==> src/sv/lrc_pkg.sv <==
// Shared types, fixed-point constants and band codes for the log rainbow colormap.
package lrc_pkg;

  localparam int VALUE_BITS_DEF      = 32;
  localparam int VALUE_FRAC_BITS_DEF = 16;

  // Q1.30 mantissa, Q28 logarithm
  localparam int MANT_FRAC = 30;
  localparam int MANT_W    = MANT_FRAC + 1;
  localparam int LOG_FRAC  = 28;
  localparam int BIAS_W    = 7;
  localparam int ILOG_W    = 35;
  localparam int CH_W      = 8;
  localparam int BAND_W    = 3;

  localparam logic [LOG_FRAC-1:0] LN2_Q28  = 28'd186065280;
  localparam logic [ILOG_W-1:0]   K_Q28    = 35'd10460014286;
  // K plus nine units: top edge of the ramp range
  localparam logic [ILOG_W-1:0]   TOP_Q28  = 35'd12875933390;

  localparam logic [CH_W-1:0] CH_MAX = 8'hFF;
  localparam logic [CH_W-1:0] CH_MIN = 8'h00;
  localparam logic [CH_W-1:0] CH_SCALE = 8'd255;

  localparam logic [BAND_W-1:0] BAND_BELOW = 3'd0;
  localparam logic [BAND_W-1:0] BAND_RAMP1 = 3'd1;
  localparam logic [BAND_W-1:0] BAND_RAMP2 = 3'd2;
  localparam logic [BAND_W-1:0] BAND_RAMP3 = 3'd3;
  localparam logic [BAND_W-1:0] BAND_RAMP4 = 3'd4;
  localparam logic [BAND_W-1:0] BAND_RAMP5 = 3'd5;
  localparam logic [BAND_W-1:0] BAND_ABOVE = 3'd6;

  typedef struct packed {
    logic              valid;
    logic              zero;
    logic [ILOG_W-1:0] ilog;
  } lrc_ctl_t;

endpackage

==> src/sv/lrc_sq_stage.sv <==
// One squaring step of the log2 fraction: square the mantissa, emit one fraction bit.
module lrc_sq_stage (
  input  logic                          clk,
  input  logic                          rst,
  input  lrc_pkg::lrc_ctl_t             ctl_in,
  input  logic [lrc_pkg::MANT_W-1:0]    x_in,
  input  logic [lrc_pkg::LOG_FRAC-1:0]  frac_in,
  output lrc_pkg::lrc_ctl_t             ctl_out,
  output logic [lrc_pkg::MANT_W-1:0]    x_out,
  output logic [lrc_pkg::LOG_FRAC-1:0]  frac_out
);

  localparam int SQ_W = 2 * lrc_pkg::MANT_W;

  logic [SQ_W-1:0]              sq;
  logic [lrc_pkg::MANT_W:0]     t;
  logic                         bit_next;
  logic [lrc_pkg::MANT_W-1:0]   x_next;

  assign sq       = SQ_W'(x_in) * SQ_W'(x_in);
  assign t        = sq[SQ_W-1:lrc_pkg::MANT_FRAC];
  assign bit_next = t[lrc_pkg::MANT_W];
  // square reached [2,4): halve it back into [1,2)
  assign x_next   = bit_next ? t[lrc_pkg::MANT_W:1] : t[lrc_pkg::MANT_W-1:0];

  always_ff @(posedge clk) begin
    if (rst) begin
      ctl_out.valid <= 1'b0;
    end else begin
      ctl_out.valid <= ctl_in.valid;
    end
    ctl_out.zero <= ctl_in.zero;
    ctl_out.ilog <= ctl_in.ilog;
    x_out        <= x_next;
    frac_out     <= {frac_in[lrc_pkg::LOG_FRAC-2:0], bit_next};
  end

endmodule

==> config.mk <==
export PLATFORM = sky130hd
export DESIGN_NAME = lrc_sq_stage
export DESIGN_NICKNAME = d
export VERILOG_FILES = /design/src/sv/lrc_pkg.sv /design/src/sv/lrc_sq_stage.sv
export SDC_FILE = /design/constraint.sdc
export NUM_CORES = 2
export LEC_CHECK = 0
export BUFFER_PORTS_ARGS = -buffer_cell sky130_fd_sc_hd__buf_2
export CORE_UTILIZATION = 35
export DETAILED_ROUTE_END_ITERATION = 10
export PLACE_DENSITY = 0.58
export SYNTH_ARGS = -nofsm -noshare
export SYNTH_HDL_FRONTEND = slang
export SYNTH_SLANG_ARGS = --single-unit
==> constraint.sdc <==
create_clock -name clk -period 10.5 [get_ports clk]
set_clock_uncertainty 0.1 [all_clocks]
set_input_delay 2.1 -clock clk [delete_from_list [all_inputs] [get_ports clk]]
set_output_delay 2.1 -clock clk [all_outputs]
set_load 0.01 [all_outputs]
# Word level (Yosys, flattened, before mapping)
# Cells that the tools add are included.
[word_totals]
regBits = 96
input_bits = 98
output_inout_bits = 96
word_cells = 8
[classes]
mul = 1
mux = 1
[op_table]
columns = ["op", "n"]
rows = [
  ["$mul 31x31->62", 1],
  ["$mux 30", 1],
]

# Logic depth before layout (Yosys ltp)
[logic_depth]
depth_word = 2
mapped_depth = 31
ltp_nobuf = 27

# Worst setup path after synthesis
# OpenSTA, ideal clock, no wires.
[synth_path]
path_kind = "input to register"
from = "in x_in[7] (netlist name)"
to = "reg x_out[10] (netlist name)"
setup_time_ps = 121
arrival_ps = 9443
t_required_ps = 10279
path_slack_ps = 836
stages = 29
path_buffers = 4
cell_sequence = "clkbuf_1 clkbuf_1 nand2_1 inv_1 fa_1 fa_1 fa_1 inv_1 fa_1 inv_1 fa_1 fa_1 fa_1 inv_1 fa_1 inv_1 ha_1 buf_2 a21oi_1 o21ai_1 a211oi_1 nor3_1 o31ai_2 a31oi_4 a31oi_2 o21bai_4 xnor2_2 buf_6 mux2_4"
[synth_via]
elab_chain_cells = 2
[synth_rtl]
columns = ["element", "line", "rtl"]
rows = [
  ["start: declaration", "lrc_sq_stage.sv:6", "input logic [lrc_pkg::MANT_W-1:0] x_in,"],
  ["$mul 31x31->62", "lrc_sq_stage.sv:20", "assign sq = SQ_W'(x_in) * SQ_W'(x_in);"],
  ["$mux 30", "lrc_sq_stage.sv:24", "assign x_next = bit_next ? t[lrc_pkg::MANT_W:1] : t[lrc_pkg::MANT_W-1:0];"],
  ["via x_next, one bit", "lrc_sq_stage.sv:18", "logic [lrc_pkg::MANT_W-1:0] x_next;"],
  ["end signal: assignment", "lrc_sq_stage.sv:34", "x_out <= x_next;"],
  ["end: declaration", "lrc_sq_stage.sv:9", "output logic [lrc_pkg::MANT_W-1:0] x_out,"],
]
# The timed path passes the listed nets, and every way through them passes these cells.
# A chain may end at the register's enable or synchronous reset.

# Worst setup path after layout
[layout_path]
from = "in x_in[15] (netlist name)"
to = "reg x_out[1] (netlist name)"
# Same word-level chain as after synthesis.

==> metrics list <==
- The worst setup path is launched from a primary input.
- Once detail routing completed, the nets flagged for antenna violations numbered 0.
- After clock tree synthesis, the clock-pin slew on the worst setup and hold paths is ~0.070 ns.
* Overall die area: 84,100 µm²
* Placer's final routability congestion estimate: 0.843
- For this run, the post-layout net count is 4,276.
- Portion of the post-synthesis area used by sequential elements: 0.0662
- Cell area after technology mapping: between 20,000 and 30,000 µm²
- Worst hold slack: approximately 1.8 ns
- Primary flip-flop cell chosen by synthesis mapping: dfxtp_1
- For the pin with the worst max-slew slack, the measured transition is 0.724 ns.
- Including well taps, the total number of placed cells is 4,221.
- Fillers: 8,321
- Summing all flip-flop and latch instances after layout gives 1920 µm².
- Worst EP required: approximately 11 ns
* Post-CTS Hold Buffers: 0
- Proportion of layout cells with a drive suffix above 1: 0.100
- Of all nets on the critical path, the largest fanout is 13.
* Post-place setup slack: 0.0331 ns
- The worst pin sits at a relative slew slack of 0.517.
- Dividing the detail-routed wire length by the instance count gives 16.9 µm.
* CP Data Arrival Time: 10.23 ns
- Averaged over all synthesized cells, the footprint is 9.69 µm².
* Type of element capturing the critical path: register
- Across every metal layer, demand over resource in global routing totals 0.180.
* Worst path most repeated cell: fa_1
* Number of antenna violations at the first check in global routing: 4
* Resize count post-CTS: 0
* Non-filler cells, final: about 4,200
* Share of synthesized flip-flops with an asynchronous set or reset: 0
* Maxcap violations: 0
- Summing over every cut layer, the via total after detailed routing is 19,300.
* CTS H-tree lvls: 3
* Max-slew violation total from the final report: 0
* Sum of met2 wire segment lengths after detailed routing: 36.7 mm
- Highest routing layer actually used: met4
- Result of the run: finished, final reports clean
- Leaving out fill and tap cells, the most frequent cell in the layout is inv_1.
* Maximum number of pins on one net before global-route repair: 33
* Area of the core: 82,100 µm²
* Total clock buffers created by CTS: 9
* Total wire length after detailed routing: 71.5 mm
- Of the total synthesized cell area, the portion taken by AND, OR, NAND and NOR gates is 0.0993.
- The via count of the first global-routing pass came to approximately 22,000.
* Count of final hold-check violations: 0
* Site row count: between 100 and 150
- In this run the clock root is driven by a clkbuf_16.
- Post-Synth XOR/XNOR Area: 0.0180
* Main combinational cell family by area after synthesis: adder cells
- Adder and majority cell fraction of the synthesized area: 0.631
- After technology mapping, the gate count stands at roughly 3,000.
* Finish-stage setup viols: 0
- The critical path is of the primary input to register type.
* DR iter-0 viols: 828
- Across all setup checks in the final design, the least slack found is 0.396 ns.
- The floorplan step set the die height to 290 µm.
- Synth Net Count: between 4,000 and 5,000
- For the final routed database, the setup TNS stands at 0 ns.
- The first global-routing pass estimated about 120 mm of wire.
- CTS tree: yes
- Remaining DRCs: 0
- Area of the multi-input gates: 23,300 µm²
- In this run the worst hold path is classified as primary input to register.
* Time the worst path needs with I/O delays and setup: ~10 ns
- Largest stage delay on the critical path: 0.58 ns
- Count of port buffers added during placement: 192
- Critical Path Slowest Stage Cell: o31ai_2
- Die X-Extent: 290 µm
- Vias per cell: 4.56
- I/O pin count: 194
* Post-Route M1 WL: around 31 mm
- After legalization and detailed placement, the total HPWL measured 62.4 mm.
- Final critical-path share of the clock period: 0.962
- The clock passes through at most 2 buffers.
- Relative to the synthesized area, the layout overhead comes to 9.68%.
- Once the clock tree was built, the setup fixing pass inserted 0 buffers.
- The library cells used most frequently in the layout, excluding fill and tap cells, are inv_1 (911), fa_1 (747), nand2_1 (300), ha_1 (269), buf_2 (192).
- Achievable frequency: 99.0 MHz
- TritonCTS sink count: 96
* Pre-antenna DRT Iters: 5
- Synth Warn #: 0
* Number of distinct standard cells referenced by the synthesized netlist: 62
* Fraction of synthesized area in multiplexers: 0.0144
- The synthesized design contains 96 register bits.
* Length of routed met3 wiring: 2.93 mm
- Starting density of the core: 0.354
- Overflow after GRT: 0
- Post-synthesis compound-gate area fraction: 0.0386
- Setup repair after global routing left no endpoint under its margin.
- Yosys mapped a number of flops with a built-in enable equal to 0.
-- sequential cells by signal (all words and copies together), names as in the netlist --
| signal | cells |
|---|---|
| ctl_out | 37 |
| x_out | 31 |
| frac_out | 28 |
-- stage by stage --
| step | cell area, µm² | util |
|---|---|---|
| CTS | 31900 | 0.388 |
| global route | 31900 | 0.388 |
| finish | 31900 | 0.388 |
| detailed placement | 31500 | 0.384 |
| floorplan | 29000 | - |
| global placement | 31500 | 0.384 |
-- final cells by class --
class / count / area share
multi-input cells: 1880 / 0.731
inverters: 913 / 0.108
flip-flops and latches: 96 / 0.0603
repair buffers: 262 / 0.0494
well taps: 1070 / 0.0420
clock buffers: 10 / 0.00750
clock inverters: 6 / 0.00236
diodes: 1 / 0.0000785
-- worst paths after layout --
check	startpoint	end	slack (ns)	cells after the start
setup / recovery	x_in[15]	x_out[1]$_DFF_P_	0.40	25
hold / removal	frac_in[3]	frac_out[4]$_DFF_P_	1.76	1
-- metal layers --
layer  up-vias  track usage
li1       8973            -
met1      9946        0.241
met2       361        0.316
met3        59       0.0220
met4         0       0.0272
met5         -            0
-- kinds of logic (layout without fill, tap and decap cells) --
logic type | after synthesis | after routing
DFF | 96 | 96
xor gates and xnor gates | 59 | 59
buffers and inverters | 1022 | 1191
adders and majority gates | 1016 | 1016
other | 0 | 1
muxes | 34 | 34
and+or+nand+nor | 604 | 604
AOI/OAI and AO/OA | 167 | 167
-- Yosys cell counts, types with 15 or more instances --
cell	n	area, µm²
a21o_1	27	203
a21oi_1	62	310
and2_1	187	1170
clkbuf_1	104	390
dfxtp_1	96	1920
fa_1	747	15000
ha_1	269	3370
inv_1	911	3420
mux2_4	15	225
mux2i_1	16	160
nand2_1	300	1130
nand4_1	16	100
nor2_1	57	214
o21ai_0	17	85.1
xnor2_1	31	272
xor2_1	27	236
-- worst max-delay path, delay by kind of cell --
kind	cells	cell delay (ns)
adders and majority gates	9	4.37
AOI/OAI and AO/OA	7	1.68
buffers and inverters	5	0.87
and+or+nand+nor	2	0.62
muxes	1	0.33
xor gates and xnor gates	1	0.23
Power is not shown: default switching activity piles up to over one toggle a cycle in this logic, so the estimate is an artifact.
