## config.mk

```make
export PLATFORM = sky130hd
export DESIGN_NAME = lrc_color
export DESIGN_NICKNAME = d
export VERILOG_FILES = /design/src/sv/lrc_pkg.sv /design/src/sv/lrc_color.sv
export SDC_FILE = /design/constraint.sdc
export NUM_CORES = 1
export LEC_CHECK = 0
export BUFFER_PORTS_ARGS = -buffer_cell sky130_fd_sc_hd__buf_4
export CAP_MARGIN = 10
export CELL_PAD_IN_SITES_DETAIL_PLACEMENT = 1
export CELL_PAD_IN_SITES_GLOBAL_PLACEMENT = 1
export CORE_AREA = 2 2 234 236
export CTS_CLUSTER_DIAMETER = 60
export DETAILED_ROUTE_END_ITERATION = 7
export DIE_AREA = 0 0 236 238
export GPL_TIMING_DRIVEN = 0
export PLACE_DENSITY_LB_ADDON = 0.1
export SYNTH_ARGS = -nofsm -noshare
export SYNTH_HDL_FRONTEND = slang
export SYNTH_SLANG_ARGS = --single-unit
```

## constraint.sdc

```tcl
create_clock -name clk -period 7.6 [get_ports clk]
set_input_delay 1.14 -clock clk [delete_from_list [all_inputs] [get_ports clk]]
set_output_delay 1.14 -clock clk [all_outputs]
set_load 0.05 [all_outputs]
```

## src/sv/lrc_pkg.sv

```systemverilog
// Shared types, fixed-point constants and band codes for the log rainbow colormap.
package lrc_pkg;

  localparam int VALUE_BITS_DEF      = 32;
  localparam int VALUE_FRAC_BITS_DEF = 16;

  // Q1.30 mantissa, Q28 logarithm
  localparam int MANT_FRAC = 30;
  localparam int MANT_W    = MANT_FRAC + 1;
  localparam int LOG_FRAC  = 28;
  localparam int BIAS_W    = 7;
  localparam int ILOG_W    = 35;
  localparam int CH_W      = 8;
  localparam int BAND_W    = 3;

  localparam logic [LOG_FRAC-1:0] LN2_Q28  = 28'd186065280;
  localparam logic [ILOG_W-1:0]   K_Q28    = 35'd10460014286;
  // K plus nine units: top edge of the ramp range
  localparam logic [ILOG_W-1:0]   TOP_Q28  = 35'd12875933390;

  localparam logic [CH_W-1:0] CH_MAX = 8'hFF;
  localparam logic [CH_W-1:0] CH_MIN = 8'h00;
  localparam logic [CH_W-1:0] CH_SCALE = 8'd255;

  localparam logic [BAND_W-1:0] BAND_BELOW = 3'd0;
  localparam logic [BAND_W-1:0] BAND_RAMP1 = 3'd1;
  localparam logic [BAND_W-1:0] BAND_RAMP2 = 3'd2;
  localparam logic [BAND_W-1:0] BAND_RAMP3 = 3'd3;
  localparam logic [BAND_W-1:0] BAND_RAMP4 = 3'd4;
  localparam logic [BAND_W-1:0] BAND_RAMP5 = 3'd5;
  localparam logic [BAND_W-1:0] BAND_ABOVE = 3'd6;

  typedef struct packed {
    logic              valid;
    logic              zero;
    logic [ILOG_W-1:0] ilog;
  } lrc_ctl_t;

endpackage

```

## src/sv/lrc_color.sv

```systemverilog
// Natural log assembly, range and band classification, channel ramps and result register.
module lrc_color (
  input  logic                          clk,
  input  logic                          rst,
  input  lrc_pkg::lrc_ctl_t             ctl_in,
  input  logic [lrc_pkg::LOG_FRAC-1:0]  frac_in,
  output logic                          done,
  output logic [lrc_pkg::CH_W-1:0]      red,
  output logic [lrc_pkg::CH_W-1:0]      green,
  output logic [lrc_pkg::CH_W-1:0]      blue,
  output logic [lrc_pkg::BAND_W-1:0]    band
);

  localparam int LF     = lrc_pkg::LOG_FRAC;
  localparam int FP_W   = 2 * LF;
  localparam int REM_W  = LF + 1;
  localparam int SPAN_W = LF + 2;
  localparam int RP_W   = SPAN_W + lrc_pkg::CH_W;

  // stage A: fractional part of ln
  logic [FP_W-1:0]      fprod;
  lrc_pkg::lrc_ctl_t    ctl_a;
  logic [LF-1:0]        fr_a;

  // stage B: classify
  logic [lrc_pkg::ILOG_W-1:0] n;
  logic [lrc_pkg::ILOG_W-1:0] s;
  logic                       below;
  logic                       above;
  logic [lrc_pkg::BAND_W-1:0] band_next;
  logic                       valid_b;
  logic [lrc_pkg::BAND_W-1:0] band_b;
  logic [REM_W-1:0]           rem_b;

  // stage C: ramps
  logic [RP_W-1:0]            up_full;
  logic [RP_W-1:0]            down_full;
  logic [lrc_pkg::CH_W-1:0]   up;
  logic [lrc_pkg::CH_W-1:0]   down;
  logic [lrc_pkg::CH_W-1:0]   red_next;
  logic [lrc_pkg::CH_W-1:0]   green_next;
  logic [lrc_pkg::CH_W-1:0]   blue_next;

  assign fprod = FP_W'(frac_in) * FP_W'(lrc_pkg::LN2_Q28);

  always_ff @(posedge clk) begin
    if (rst) begin
      ctl_a.valid <= 1'b0;
    end else begin
      ctl_a.valid <= ctl_in.valid;
    end
    ctl_a.zero <= ctl_in.zero;
    ctl_a.ilog <= ctl_in.ilog;
    fr_a       <= fprod[FP_W-1:LF];
  end

  assign n     = ctl_a.ilog + lrc_pkg::ILOG_W'(fr_a);
  assign below = ctl_a.zero || (n <= lrc_pkg::K_Q28);
  assign above = (n > lrc_pkg::TOP_Q28);
  assign s     = n - lrc_pkg::K_Q28;

  always_comb begin
    if (below) begin
      band_next = lrc_pkg::BAND_BELOW;
    end else if (above) begin
      band_next = lrc_pkg::BAND_ABOVE;
    end else begin
      band_next = s[LF+3:LF+1] + lrc_pkg::BAND_RAMP1;
    end
  end

  always_ff @(posedge clk) begin
    if (rst) begin
      valid_b <= 1'b0;
    end else begin
      valid_b <= ctl_a.valid;
    end
    band_b <= band_next;
    rem_b  <= s[LF:0];
  end

  assign up_full   = RP_W'(rem_b) * RP_W'(lrc_pkg::CH_SCALE);
  assign down_full = (RP_W'(1) << (LF + 1)) - RP_W'(rem_b);
  assign up        = up_full[LF+lrc_pkg::CH_W:LF+1];
  assign down      = lrc_pkg::CH_W'((down_full * RP_W'(lrc_pkg::CH_SCALE)) >> (LF + 1));

  always_comb begin
    case (band_b)
      lrc_pkg::BAND_BELOW: begin
        red_next = lrc_pkg::CH_MIN; green_next = lrc_pkg::CH_MIN; blue_next = lrc_pkg::CH_MAX;
      end
      lrc_pkg::BAND_RAMP1: begin
        red_next = lrc_pkg::CH_MIN; green_next = up;             blue_next = lrc_pkg::CH_MAX;
      end
      lrc_pkg::BAND_RAMP2: begin
        red_next = lrc_pkg::CH_MIN; green_next = lrc_pkg::CH_MAX; blue_next = down;
      end
      lrc_pkg::BAND_RAMP3: begin
        red_next = up;             green_next = lrc_pkg::CH_MAX; blue_next = lrc_pkg::CH_MIN;
      end
      lrc_pkg::BAND_RAMP4: begin
        red_next = lrc_pkg::CH_MAX; green_next = down;           blue_next = lrc_pkg::CH_MIN;
      end
      lrc_pkg::BAND_RAMP5: begin
        red_next = lrc_pkg::CH_MAX; green_next = lrc_pkg::CH_MIN; blue_next = up;
      end
      lrc_pkg::BAND_ABOVE: begin
        red_next = lrc_pkg::CH_MAX; green_next = lrc_pkg::CH_MIN; blue_next = lrc_pkg::CH_MAX;
      end
      default: begin
        red_next = lrc_pkg::CH_MIN; green_next = lrc_pkg::CH_MIN; blue_next = lrc_pkg::CH_MIN;
      end
    endcase
  end

  always_ff @(posedge clk) begin
    if (rst) begin
      done <= 1'b0;
    end else begin
      done <= valid_b;
    end
    red   <= red_next;
    green <= green_next;
    blue  <= blue_next;
    band  <= band_b;
  end

endmodule
```

======== Word level (Yosys, flattened, before mapping) ========
Cells that the tools add are included.
operators by class
  $add $sub $neg .......................... 4
  $mul .................................... 3
  div/mod/pow operators ................... 0
  $lt $le $gt $ge ......................... 2
  equal/unequal tests ..................... 6
  shifts and indexed selects .............. 0
  multiplexer cells ....................... 4
  bitwise gates (word level) .............. 0
  reductions and logical operators ........ 6
operators with widths
  operator                number
  $mul 28x21->49 const B  1
  $pmux 8 s3              2
  $mul 29x8->37 const B   1
  $mul 31x9->37 const B   1
  $add 35x28->35          1
  $gt 35x34->1 const B    1
  $le 35x34->1 const B    1
  $sub 32x31->32 const B  1
  $sub 30x29->31 const A  1
  $pmux 8 s2              1
  $eq 3x3->1 const B      3
  $eq 3x2->1 const B      2
  $reduce_or 3->1         2
  $reduce_or 2->1         2
  $add 3x1->3 const B     1
  $eq 3x1->1 const B      1
  $logic_not 3->1         1
  $mux 3                  1
  $logic_or 1x1->1        1
storage, ports and cells
  bits in registers ....................... 126
  latch bits .............................. 0
  memory bits (writable) .................. 0
  ROM bits ................................ 0
  input bits .............................. 67
  output and inout port bits .............. 28
  logic and storage cells ................. 38
  memories ................................ 0

======== Longest topological paths before layout ========
  depth after elaboration ................. 4
  depth in mapped cells ................... 30
  mapped depth without buffers ............ 30

======== Worst setup path after synthesis ========
Ideal clock, no wire load.
  path kind ............................... input port to flip-flop
  start point ............................. input frac_in[12] (netlist name)
  end point ............................... register fr_a[27]
  setup time .............................. 0.072 ns
  data arrival time ....................... 7.068 ns
  required time ........................... 7.528 ns
  setup slack ............................. 0.460 ns
  stages .................................. 23
  buffers on the path ..................... 0
  path through ............................ inv_1 > fa_1 > fa_1 > inv_1 > ha_1 > fa_1 > fa_1 > fa_1 > inv_1 > fa_1 > inv_1 > ha_1 > a21o_1 > a21o_1 > a211oi_1 > o31ai_1 > a22o_1 > nor2_2 > o21ai_1 > a31oi_1 > o2111ai_1 > a21oi_1 > xnor2_1
on the way
  cells in the longest elaborated chain, start to end .. 1
RTL lines
  element               RTL line         source
  from (decl)           lrc_color.sv:6   input logic [lrc_pkg::LOG_FRAC-1:0] frac_in,
  $mul 28x21->49        lrc_color.sv:44  assign fprod = FP_W'(frac_in) * FP_W'(lrc_pkg::LN2_Q28);
  net fprod[55]         lrc_color.sv:21  logic [FP_W-1:0] fprod;
  to (signal assigned)  lrc_color.sv:54  fr_a <= fprod[FP_W-1:LF];
  to (decl)             lrc_color.sv:23  logic [LF-1:0] fr_a;
The timed path passes the listed nets, and every way through them passes these cells.
A chain may end at the register's enable or synchronous reset.

======== Final worst setup path ========
  start point ............................. input frac_in[4] (netlist name)
  end point ............................... register fr_a[27]
Same word-level chain as after synthesis.

==> flow_summary.toml <==
[placed_design]
dp_hpwl_um = 54500
gp_congestion = 0.889
dp_cells = 3384
port_buffers = 94

[timing]
maxSlewHeadroom_pct = 26.6
finalHoldViolations = 0
setup_viol = 0
fin_crit_ns = 7.28
tightest_slew_ns = 1.09
finClkSkew_ns = 0.0148
fin_crit_sh_pct = 95.8
setup_tns_ns = 0
slew_violations = 0
timing.fmax_mhz = 137

[clocking]
insertion_delay_ns = 0.44
tritoncts = "done"
clkTransAtPathRegs_ns = 0.06
ctsLongestPathBuffers = 2
htreeDepth = 4
clock-sinks = 126
cts_buffers = 17
root_buffer = "clkbuf_16"

[floorplan]
row_count = 85
core-area_mm2 = 0.0535
die_x_um = 236
dieArea_mm2 = 0.0562
die_height_um = 238
start_util_pct = 46.8
ioPinCount = 95

[cells_and_area]
synthToLayoutAreaGrowth_pct = 9.81
diodes = 0
final_cell_mix = "inv_1 (691), fa_1 (442), ha_1 (417)"
finalNetCount = 3646
drive_gt1_share_pct = 7.98
nFillCells = 6090
final_common_cell = "inv_1"
final_cells = 3429

[logic_synthesis]
syn_area_per_cell_um2 = 9.66
async_flop_share_pct = 0
synth-main-ff-cell = "dfxtp_1"
ys_seq_elements = 126
syn-num-nets = 3520
yosysSeqAreaShare_pct = 10.1
synthCells = 2594
yosysWarningCount = 0
synth_area_mm2 = 0.0251
synth_cell_types = 84
synth_edf_count = 0

[worst_setup_path]
cp.required_ns = 7.96
cp-start-kind = "primary input"
crit_arrival_ns = 7.64
path_max_fanout = 7
path_class = "primary input to register"
crit_path_end_kind = "register"

[global_route]
grt_pass1_wl_um = 101000
grt_usage_pct = 22.6
antenna_found_initial = 0
grt-ovfl-total = 0
grt_pass1_vias = 20163
grt_start_max_net_pins = 17

[routing]
avgRoutedWirePerCell_um = 17.8
via_per_inst = 5.16
first_pass_iters = 5
final_antenna_net_count = 0
wl_um = 61000
drc = 0
vias = 17702
drt_iter0_drc = 545

[min_path]
hold_class = "register to register"

[outcome]
status = "completed"

[flow_run]
maxCapViolCount = 0
## area by class of cell
type                            instances  area [um^2]  area share (%)
Multi-Input combinational cell       1742        20000            72.5
Clock inverter                         14          144           0.523
Timing Repair Buffer                  107          803            2.92
Buffer                                 27          133           0.482
Inverter                              699         2640            9.59
Sequential cell                       126         2530            9.18
Clock buffer                           18          439            1.60
Tap cell                              696          871            3.17
## sequential cells by signal, indices dropped and copies added, names as in the netlist
| register | cells |
|---|---|
| ctl_a | 37 |
| rem_b | 29 |
| fr_a | 28 |
| blue | 8 |
| green | 8 |
| red | 8 |
| band | 3 |
| band_b | 3 |
| done | 1 |
| valid_b | 1 |
## layer usage
metal	track usage [%]	wire [um]
met1	27.5	26500
met2	42.8	32400
met3	1.79	928
met4	5.79	1170
met5	0	0
## logic make-up after synthesis
| group | after synthesis | share of synthesized area (%) |
|---|---|---|
| simple gates | 361 | 7.24 |
| mux | 6 | 0.240 |
| buf+inv | 726 | 11.0 |
| xor+xnor | 145 | 5.07 |
| flops | 126 | 10.1 |
| compound gates | 368 | 10.1 |
| fa+ha+maj | 862 | 56.3 |
## worst paths after layout
kind         startpoint  endpoint  slack [ns]  depth (start not counted)
max          frac_in[4]  fr_a[27]        0.32                         24
min           band_b[2]   band[2]        0.35                          0
max reg2reg    rem_b[2]   blue[4]        0.43                         28
min reg2reg   band_b[2]   band[2]        0.35                          0
## what timing repair did
item                       4_1_cts  5_1_grt
buffers inserted                 0       13
pin swaps                        0        3
setup endpoints to repair       18       23
hold buffers                     0        0
resized for setup               10       29
## metrics by stage
| stage | setup WS (ns) | hold WS [ns] | utilization, % | area [um^2] |
|---|---|---|---|---|
| floorplan | 0.460 | 0.329 | - | 25100 |
| global placement | -0.477 | 0.335 | 49.8 | 26600 |
| detailed placement | -0.618 | 0.341 | 49.8 | 26600 |
| CTS | 0.00437 | 0.345 | 51.0 | 27300 |
| global route | -0.0133 | 0.361 | 51.4 | 27500 |
| finish | 0.319 | 0.345 | 51.4 | 27500 |
## cell usage after synthesis (13+ instances only)
| master | instances | share of area, % |
|---|---|---|
| ha_1 | 417 | 21 |
| nor2_1 | 74 | 1.1 |
| a21oi_1 | 88 | 1.8 |
| a21o_1 | 57 | 1.7 |
| nand2_1 | 115 | 1.7 |
| o21ai_0 | 50 | 1.0 |
| xnor2_1 | 98 | 3.4 |
| xor2_1 | 47 | 1.6 |
| fa_1 | 442 | 35 |
| nand4_1 | 23 | 0.57 |
| nand3_1 | 34 | 0.68 |
| o211ai_1 | 13 | 0.39 |
| inv_1 | 698 | 10 |
| dfxtp_1 | 126 | 10 |
| buf_2 | 13 | 0.26 |
| and3_1 | 17 | 0.42 |
| nor3_1 | 21 | 0.42 |
## worst max-delay path, cell delays in order
cell	delay (ns)
buf_4	0.16
clkinvlp_4	0.17
fa_1	0.56
inv_1	0.06
fa_1	0.46
ha_1	0.31
ha_1	0.31
fa_1	0.51
fa_1	0.54
inv_1	0.05
fa_1	0.52
inv_1	0.05
ha_1	0.35
a21o_1	0.20
a21o_1	0.17
a211o_1	0.30
a211o_1	0.31
o2111a_1	0.31
nor2_4	0.22
o21ai_2	0.12
a31oi_2	0.30
o2111ai_2	0.21
a21oi_2	0.19
xnor2_1	0.13
Power is left out: the tool's default activity adds up to more than one toggle a clock period on the data nets, which glitch-free logic cannot reach.
