===== src/sv/lrc_pkg.sv =====
// Shared types, fixed-point constants and band codes for the log rainbow colormap.
package lrc_pkg;

  localparam int VALUE_BITS_DEF      = 32;
  localparam int VALUE_FRAC_BITS_DEF = 16;

  // Q1.30 mantissa, Q28 logarithm
  localparam int MANT_FRAC = 30;
  localparam int MANT_W    = MANT_FRAC + 1;
  localparam int LOG_FRAC  = 28;
  localparam int BIAS_W    = 7;
  localparam int ILOG_W    = 35;
  localparam int CH_W      = 8;
  localparam int BAND_W    = 3;

  localparam logic [LOG_FRAC-1:0] LN2_Q28  = 28'd186065280;
  localparam logic [ILOG_W-1:0]   K_Q28    = 35'd10460014286;
  // K plus nine units: top edge of the ramp range
  localparam logic [ILOG_W-1:0]   TOP_Q28  = 35'd12875933390;

  localparam logic [CH_W-1:0] CH_MAX = 8'hFF;
  localparam logic [CH_W-1:0] CH_MIN = 8'h00;
  localparam logic [CH_W-1:0] CH_SCALE = 8'd255;

  localparam logic [BAND_W-1:0] BAND_BELOW = 3'd0;
  localparam logic [BAND_W-1:0] BAND_RAMP1 = 3'd1;
  localparam logic [BAND_W-1:0] BAND_RAMP2 = 3'd2;
  localparam logic [BAND_W-1:0] BAND_RAMP3 = 3'd3;
  localparam logic [BAND_W-1:0] BAND_RAMP4 = 3'd4;
  localparam logic [BAND_W-1:0] BAND_RAMP5 = 3'd5;
  localparam logic [BAND_W-1:0] BAND_ABOVE = 3'd6;

  typedef struct packed {
    logic              valid;
    logic              zero;
    logic [ILOG_W-1:0] ilog;
  } lrc_ctl_t;

endpackage


===== src/sv/lrc_norm.sv =====
// Leading-one search and mantissa normalization, exponent part of ln (biased by 64) scaled in Q28.
module lrc_norm #(
  parameter int VALUE_BITS      = lrc_pkg::VALUE_BITS_DEF,
  parameter int VALUE_FRAC_BITS = lrc_pkg::VALUE_FRAC_BITS_DEF
) (
  input  logic                          clk,
  input  logic                          rst,
  input  logic                          in_valid,
  input  logic [VALUE_BITS-1:0]         value,
  output logic [lrc_pkg::MANT_W-1:0]    x,
  output lrc_pkg::lrc_ctl_t             ctl
);

  localparam int P_W   = $clog2(VALUE_BITS);
  localparam int EXT_W = VALUE_BITS + lrc_pkg::MANT_W;

  logic                  valid1;
  logic                  zero1;
  logic [P_W-1:0]        p1;
  logic [VALUE_BITS-1:0] v1;
  logic [P_W-1:0]        p_next;

  logic [P_W-1:0]                  shamt;
  logic [VALUE_BITS-1:0]           norm;
  logic [EXT_W-1:0]                ext;
  logic [lrc_pkg::BIAS_W:0]        bias;
  logic [lrc_pkg::ILOG_W-1:0]      ilog_next;

  always_comb begin
    p_next = '0;
    for (int i = 0; i < VALUE_BITS; i++) begin
      if (value[i]) begin
        p_next = P_W'(i);
      end
    end
  end

  always_ff @(posedge clk) begin
    if (rst) begin
      valid1 <= 1'b0;
    end else begin
      valid1 <= in_valid;
    end
    zero1 <= (value == '0);
    p1    <= p_next;
    v1    <= value;
  end

  // left-justify the value, keep the top bits as Q1.30
  assign shamt = P_W'(VALUE_BITS - 1) - p1;
  assign norm  = v1 << shamt;
  assign ext   = {norm, {lrc_pkg::MANT_W{1'b0}}};
  assign bias  = (lrc_pkg::BIAS_W + 1)'(p1) + (lrc_pkg::BIAS_W + 1)'(64 - VALUE_FRAC_BITS);
  assign ilog_next = lrc_pkg::ILOG_W'(bias[lrc_pkg::BIAS_W-1:0])
                   * lrc_pkg::ILOG_W'(lrc_pkg::LN2_Q28);

  always_ff @(posedge clk) begin
    if (rst) begin
      ctl.valid <= 1'b0;
    end else begin
      ctl.valid <= valid1;
    end
    ctl.zero <= zero1;
    ctl.ilog <= ilog_next;
    x        <= ext[EXT_W-1 -: lrc_pkg::MANT_W];
  end

endmodule


===== config.mk =====
export PLATFORM = sky130hd
export DESIGN_NAME = lrc_norm
export DESIGN_NICKNAME = d
export VERILOG_FILES = /design/src/sv/lrc_pkg.sv /design/src/sv/lrc_norm.sv
export SDC_FILE = /design/constraint.sdc
export NUM_CORES = 1
export LEC_CHECK = 0
export ABC_AREA = 1
export BUFFER_PORTS_ARGS = -buffer_cell sky130_fd_sc_hd__buf_2
export CORE_MARGIN = 4
export CORE_UTILIZATION = 35
export DETAILED_ROUTE_END_ITERATION = 10
export HOLD_SLACK_MARGIN = 0.1
export PLACE_DENSITY = 0.54
export SYNTH_ARGS = -nofsm -noshare
export SYNTH_HDL_FRONTEND = slang
export SYNTH_SLANG_ARGS = --single-unit

===== constraint.sdc =====
create_clock -name clk -period 5.7 [get_ports clk]
set_clock_uncertainty 0.1 [all_clocks]
set_input_delay 1.14 -clock clk [delete_from_list [all_inputs] [get_ports clk]]
set_output_delay 1.14 -clock clk [all_outputs]
set_load 0.05 [all_outputs]

# After elaboration in Yosys (flattened, before gate mapping)
# Cells that the tools add are included.
totals:
  register_bits: 100
  latchBits: 0
  mem_bits_rw: 0
  romBits: 0
  inputBits: 35
  out_inout_bits: 68
  word_cells: 51
  memories: 0
classes:
  add_sub_neg: 2
  multipliers: 1
  div_mod_pow: 0
  n_lt_le_gt_ge: 0
  eq_ne: 0
  shift: 1
  muxes: 30
  bitwise_logic: 0
  n_reduce_logical: 5
ops:
  columns: ["operator", "n"]
  rows:
  - ["$mux W5", 14]
  - ["$logic_not A32 Y1", 1]
  - ["$mux W4", 8]
  - ["$shl A32 B5 Y32", 1]
  - ["$mul A7 B21 Y28 const B", 1]
  - ["$reduce_or A16 Y1", 1]
  - ["$mux W3", 4]
  - ["$reduce_or A8 Y1", 1]
  - ["$add A5 B6 Y7 const B", 1]
  - ["$sub A5 B5 Y5 const A", 1]
  - ["$mux W2", 2]
  - ["$reduce_or A4 Y1", 1]
  - ["$mux W1", 2]
  - ["$reduce_or A2 Y1", 1]

# Depth between registers and ports, before layout
# Gate-level depths: netlist (run 1).
depth:
  word_depth: 30
  ltp_mapped: 29
  ltp_nobuf: 29

# Worst setup path after synthesis (run 1)
# OpenSTA, ideal clock, no wires.
synth_path:
  kind: "reg2reg"
  from: "register p1[1]"
  to: "register ctl[33] in the netlist's numbering"
  setup_ns: 0.121
  t_arrival_ns: 4.294
  t_required_ns: 5.479
  slack_ns: 1.185
  path_stages_with_launch: 22
  path_buffers: 2
  synth_period_minus_slack_ns: 4.515
  path_cell_list: "dfxtp_1 -> clkbuf_1 -> inv_1 -> buf_1 -> fa_1 -> inv_1 -> ha_1 -> inv_1 -> fa_1 -> inv_1 -> fa_1 -> ha_1 -> a21oi_1 -> o21a_1 -> o221ai_1 -> a21oi_2 -> o21ai_2 -> a31oi_1 -> o21ai_2 -> a21oi_1 -> nor2_1 -> xor2_1"
synth_via:
  elab_chain_len: 2
synth_lines:
  columns: ["item", "line_no", "rtl"]
  rows:
  - ["start, declared", "lrc_norm.sv:19", "logic [P_W-1:0] p1;"]
  - ["start signal, assigned", "lrc_norm.sv:45", "p1 <= p_next;"]
  - ["$add A5 B6 Y7", "lrc_norm.sv:53", "assign bias = (lrc_pkg::BIAS_W + 1)'(p1) + (lrc_pkg::BIAS_W + 1)'(64 - VALUE_FRAC_BITS);"]
  - ["$mul A7 B21 Y28", "lrc_norm.sv:55", "* lrc_pkg::ILOG_W'(lrc_pkg::LN2_Q28);"]
  - ["named net ilog_next (one bit)", "lrc_norm.sv:27", "logic [lrc_pkg::ILOG_W-1:0] ilog_next;"]
  - ["end, declared", "lrc_norm.sv:11", "output lrc_pkg::lrc_ctl_t ctl"]
# The timed path passes the listed nets, and every way through them passes these cells.
# A chain may end at the register's enable or synchronous reset.

# Final worst setup path (run 1)
layout_path:
  from: "register p1[3]"
  to: "register ctl[33] in the netlist's numbering"
# The elaborated chain is that of the path after synthesis.

==> results.yml, run 1 <==
outcome:
  status: "finished, final reports clean"
timing:
  whs_ns: 0.242
  final.min_clock_period_ns: 4.67
  tns_ns: 0
  worst_pin_slew_ns: 0.723
  finalSetupViolations: 0
  fmax_mhz: 214
  drv_slew: 0
  rsz0062_at_grt: "false"
  fin_ws_ns: 1.03
  maxSlewHeadroom: 0.515
  fin_crit_sh: 0.820
  hold_viol_final: 0
min_path:
  hp-class: "reg -> reg"
worst_setup_path:
  crit_buf_inv: 6
  slowest_stage: "fa_1"
  crit_path_start_kind: "register"
  crit_path_max_incr_delay_ns: 0.51
  worst-r2r-setup-slack_ns: 1.03
  crit_type: "reg -> reg"
  worstPathRequired_ns: 5.85
  arrival_ns: 4.82
  cp-end-kind: "register"
  crit_fanout: 36
  crit_top_cell: "inv_1"
  critPathTopFamily: "adder cells"
  cp_cell_sequence: "buf_4 > inv_1 > buf_4 > fa_1 > inv_1 > ha_1 > inv_1 > fa_1 > inv_1 > fa_1 > ha_1 > a21oi_1 > o21a_1 > o221ai_1 > a21oi_2 > o21ai_2 > a31oi_1 > o21ai_2 > a21oi_1 > nor2_1 > xor2_1"
floorplan:
  row_count: 46
  fp.dieArea_sq_um: 18200
  initial_core_util: 0.356
  die_w_um: 135
  core_sq_um: 15800
  die-height_um: 135
  io-pin-count: 103
cts:
  clock_path_buffers: 2
  path_clk_slew_ns: 0.08
  insertion_delay_ns: 0.36
  cts_sinks: 100
  cts_root_buf: "clkbuf_16"
  cts-buffers-inserted: 9
  cts_tree: "yes"
  htree_levels: 3
  cts_hold_buffers: 0
  cts-resized-gates: 0
  postCtsSetupBuffers: 0
global_routing:
  grt_max_degree: 43
  antenna_found_initial: 0
  track_usage: 0.145
  grt_pass1_vias: 4248
  grt_pass1_wl_mm: 21.1
  grt_overflow: 0
routing:
  drt-wirelength-per-cell_um: 12.5
  drt-pass1-iter-count: 5
  drt_iter0_markers: 289
  drc: 0
  vias_per_cell: 4.52
  dr_total_vias: 4696
  wl_mm: 13.0
  drtAntennaViolNets: 0
power_and_ir_drop:
  clkPwrFrac: 0.277
  p_switching_uw: 869
  pwr-share-comb: 0.345
  swShare: 0.401
  total_power_mw: 2.17
  power_density_nw_per_um2: 329
  p_leak_nw: 3.41
  seqPwrFrac: 0.379
  power.internal_mw: 1.30
  max-vdd-ir-drop_mv: 0.151
final_layout:
  fin_util: 0.416
  drive_gt1_frac: 0.165
  syn_to_final_growth_pct: 16.9
  nets: 921
  antenna-diode-count: 0
placed_design:
  hpwlAfterDp_mm: 10.3
  place_ws_ns: 1.03
  gp_congestion: 0.849
  port_buffers: 95
synth:
  syn_inst: 734
  ys_seq_elements: 100
  ys.flop_type: "dfxtp_1"
  async_flop_share: 0
  synth.distinct_cells: 41
  postSynthAreaPerCell_sq_um: 7.68
  synth_edf_count: 0
  ys_seq_area_frac: 0.355
  synth.cell_area_sq_um: 5640
  yosysWarnings: 0
run:
  drv_cap: 0
metal layers:
| metal | share of wire | global-route usage |
|---|---|---|
| met4 | 0.015 | 0.0543 |
| met3 | 0.051 | 0.0306 |
| met2 | 0.40 | 0.196 |
| met1 | 0.54 | 0.222 |
| met5 | 0 | 0 |
stage by stage:
stage	area [sq um]	cells
after floorplan	5660	740
after global placement	6300	1023
after detailed placement	6300	1023
after CTS	6590	1039
after global routing	6590	1039
final	6590	1039
power by group through the flow:
stage | Combinational [mW] | Sequential (mW) | Clock (mW)
3_5_place_dp | 0.751 | 0.839 | 0
6_report | 0.746 | 0.820 | 0.600
2_1_floorplan | 0.289 | 1.13 | 0
3_3_place_gp | 0.749 | 0.838 | 0
4_1_cts | 0.753 | 0.822 | 0.618
5_1_grt | 0.811 | 0.832 | 0.650
path summary, 6_finish.rpt:
kind / start / to / cells past startpoint
worst max-delay path: p1[3] / ctl[33] / 21
worst min-delay path: zero1 / ctl[35] / 0
worst max register to register: p1[3] / ctl[33] / 21
worst min register to register: zero1 / ctl[35] / 0
flip-flops by register name (all words and copies together), names as in the netlist:
signal  count
p1          5
v1         32
zero1       1
ctl        30
x          31
valid1      1
layout make-up:
type / count / area, sq um
fillers: 1637 / 9240
multi-input cells: 520 / 3180
flip-flops and latches: 100 / 2000
repair buffers: 103 / 536
inverters: 84 / 315
well taps: 216 / 270
clock buffers: 10 / 229
clock inverters: 6 / 60.1
cell usage after synthesis (3+ instances only):
cell / number / area (sq um)
clkbuf_1: 23 / 86.3
fa_1: 11 / 220
a21o_1: 3 / 22.5
a31oi_1: 7 / 43.8
mux2i_1: 10 / 100
a22oi_1: 4 / 30.0
nand2_2: 3 / 18.8
a21oi_1: 33 / 165
nor4_1: 4 / 25.0
nand3_1: 36 / 180
nand4_1: 3 / 18.8
inv_1: 80 / 300
nand2_1: 168 / 631
dfxtp_1: 100 / 2000
o21ai_2: 3 / 26.3
o211ai_1: 6 / 45.0
ha_1: 57 / 713
a21oi_2: 3 / 26.3
nor3_1: 3 / 15.0
xnor2_1: 6 / 52.6
buf_4: 7 / 52.6
nor2_1: 48 / 180
buf_1: 4 / 15.0
o22ai_1: 3 / 18.8
xor2_1: 17 / 149
o21ai_0: 72 / 360
cells by family after synthesis:
logic type / Yosys count / share of synthesized area
compound gates: 141 / 0.143
xor+xnor: 23 / 0.0357
fa+ha+maj: 68 / 0.166
buf+inv: 120 / 0.0850
flops: 100 / 0.355
mux: 10 / 0.0178
other cells: 1 / 0.000665
simple gates: 271 / 0.197
cells in the final DEF, fill, tap and decap left out, drive strengths merged, types with 4 or more instances in the layout:
master	n
fa	11
clkbuf	10
nor4	4
o211ai	6
conb	7
dfxtp	100
inv	87
a31oi	7
a21oi	36
mux2i	10
buf	103
nand2	171
o21ai	76
a22oi	4
xnor2	6
nor2	50
ha	57
nand3	37
xor2	17
Note: power is estimated with default switching activity, not from simulation.
==> run 2: changes to the inputs <==
- clock period: 5.7 -> 4.9 ns (I/O delays scaled with it)
==> results.yml, run 2 (same netlist as run 1, synthesis figures left out) <==
outcome:
  status: "finished, final reports clean"
final_layout:
  seq_area_sq_um: 2000
  largestRegisters: "v1: 32 flops, x: 31 flops, ctl: 30 flops"
  regMostFlops: "v1"
  nets: 923
  final_cell_mix: "nand2_1 (168), dfxtp_1 (100), buf_2 (95), inv_1 (80), o21ai_0 (72)"
  syn_to_final_growth_pct: 17.4
  fillers: 1661
  antenna-diode-count: 0
  drive_gt1_frac: 0.168
  finish.instance_area_sq_um: 6620
  final_cells: 1041
  final_common_cell: "nand2_1"
  largest_reg_flops: 32
  multiInputGateArea_sq_um: 3180
worst_setup_path:
  crit_path_start_kind: "register"
  crit_type: "reg -> reg"
  worst-r2r-setup-slack_ns: 0.69
  r2r_end: "ctl[33]"
  cp_cell_sequence: "buf_4 > ha_1 > ha_1 > inv_1 > fa_1 > inv_1 > fa_1 > ha_1 > a21oi_1 > o21a_1 > o221ai_1 > a21oi_2 > o21ai_2 > a31oi_1 > o21ai_2 > a21oi_1 > nor2_1 > xor2_1"
  slowest_stage: "fa_1"
  crit_path_start: "p1[2]"
  cp-end-kind: "register"
  arrival_ns: 4.36
  crit_top_cell: "ha_1"
  r2r-start: "p1[2]"
  crit_fanout: 42
  ff2ff_path_depth: 18
  crit_path_max_incr_delay_ns: 0.42
  worstPathRequired_ns: 5.05
cts:
  cts-resized-gates: 0
  cts_hold_buffers: 0
  cts_sinks: 100
  cts-buffers-inserted: 9
  cts_root_buf: "clkbuf_16"
  path_clk_slew_ns: 0.07
  clock_path_buffers: 2
  insertion_delay_ns: 0.35
  htree_levels: 3
  postCtsSetupBuffers: 0
  cts_tree: "yes"
routing:
  wl_mm: 13.0
  dr_total_vias: 4711
  vias_per_cell: 4.53
  drt-pass1-iter-count: 5
  drt_iter0_markers: 277
  drtAntennaViolNets: 0
  drc: 0
  drt-wirelength-per-cell_um: 12.5
min_path:
  hp-class: "reg -> reg"
  holdPathStages: 0
  hold_end: "ctl[35]"
  min_from: "zero1"
global_routing:
  grt_max_degree: 43
  grt_pass1_vias: 4392
  grt_pass1_wl_mm: 21.6
  track_usage: 0.147
  grt_overflow: 0
  antenna_found_initial: 0
timing:
  finalSetupViolations: 0
  fin_crit_sh: 0.860
  drv_slew: 0
  hold_viol_final: 0
  worst_pin_slew_ns: 0.509
  final.min_clock_period_ns: 4.21
  fmax_mhz: 237
  maxSlewHeadroom: 0.660
  rsz0062_at_grt: "false"
  whs_ns: 0.231
  tns_ns: 0
floorplan:
  row_count: 46
  io-pin-count: 103
  fp.dieArea_sq_um: 18200
  initial_core_util: 0.356
  core_sq_um: 15800
  die-height_um: 135
  die_w_um: 135
placed_design:
  placed_area_sq_um: 6320
  port_buffers: 95
  dpl.cell_count: 1025
  hpwlAfterDp_mm: 10.4
  gp_congestion: 0.846
power_and_ir_drop:
  p_leak_nw: 3.42
  max-vdd-ir-drop_mv: 0.172
  power_density_nw_per_um2: 382
  total_power_mw: 2.53
run:
  drv_cap: 0
==> run 2: how the worst max path moves through the flow <==
stage	endpoint	cells past startpoint	slack (ns)
finish	ctl[33]	18	0.69
global route	ctl[33]	18	0.29
CTS	ctl[33]	18	0.66
detailed placement	ctl[33]	18	0.68
global placement	ctl[33]	18	0.75
floorplan	ctl[33]	21	0.38
==> run 2: metal layers <==
layer | global-route usage | part of all wire
met1 | 0.224 | 0.53
met2 | 0.202 | 0.40
met3 | 0.0306 | 0.057
met4 | 0.0526 | 0.014
met5 | 0 | 0
==> run 2: area by class of cell <==
class / instances / share of cell area
multi-input combinational: 520 / 0.480
sequential: 100 / 0.302
timing repair buffer: 105 / 0.0832
inverter: 84 / 0.0476
tap: 216 / 0.0408
clock buffer: 10 / 0.0361
clock inverter: 6 / 0.00983
==> run 2: through the flow <==
stage	utilization	worst slack [ns]
floorplan	-	0.385
global placement	0.399	0.753
detailed placement	0.399	0.682
CTS	0.418	0.664
global route	0.418	0.292
finish	0.418	0.686
==> run 2: power breakdown <==
part / switching [mW] / internal, mW
registers: 0.0289 / 0.923
logic: 0.642 / 0.226
clock network: 0.337 / 0.374
total: 1.01 / 1.52
==> run 2: critical path, delay by kind of cell (launching register included) <==
kind                       cells  cell delay, ns
AOI/OAI and AO/OA              8            1.22
xor gates and xnor gates       1            0.13
adders and majority gates      5            1.74
buffers and inverters          3            0.51
DFF                            1            0.34
and+or+nand+nor                1            0.06
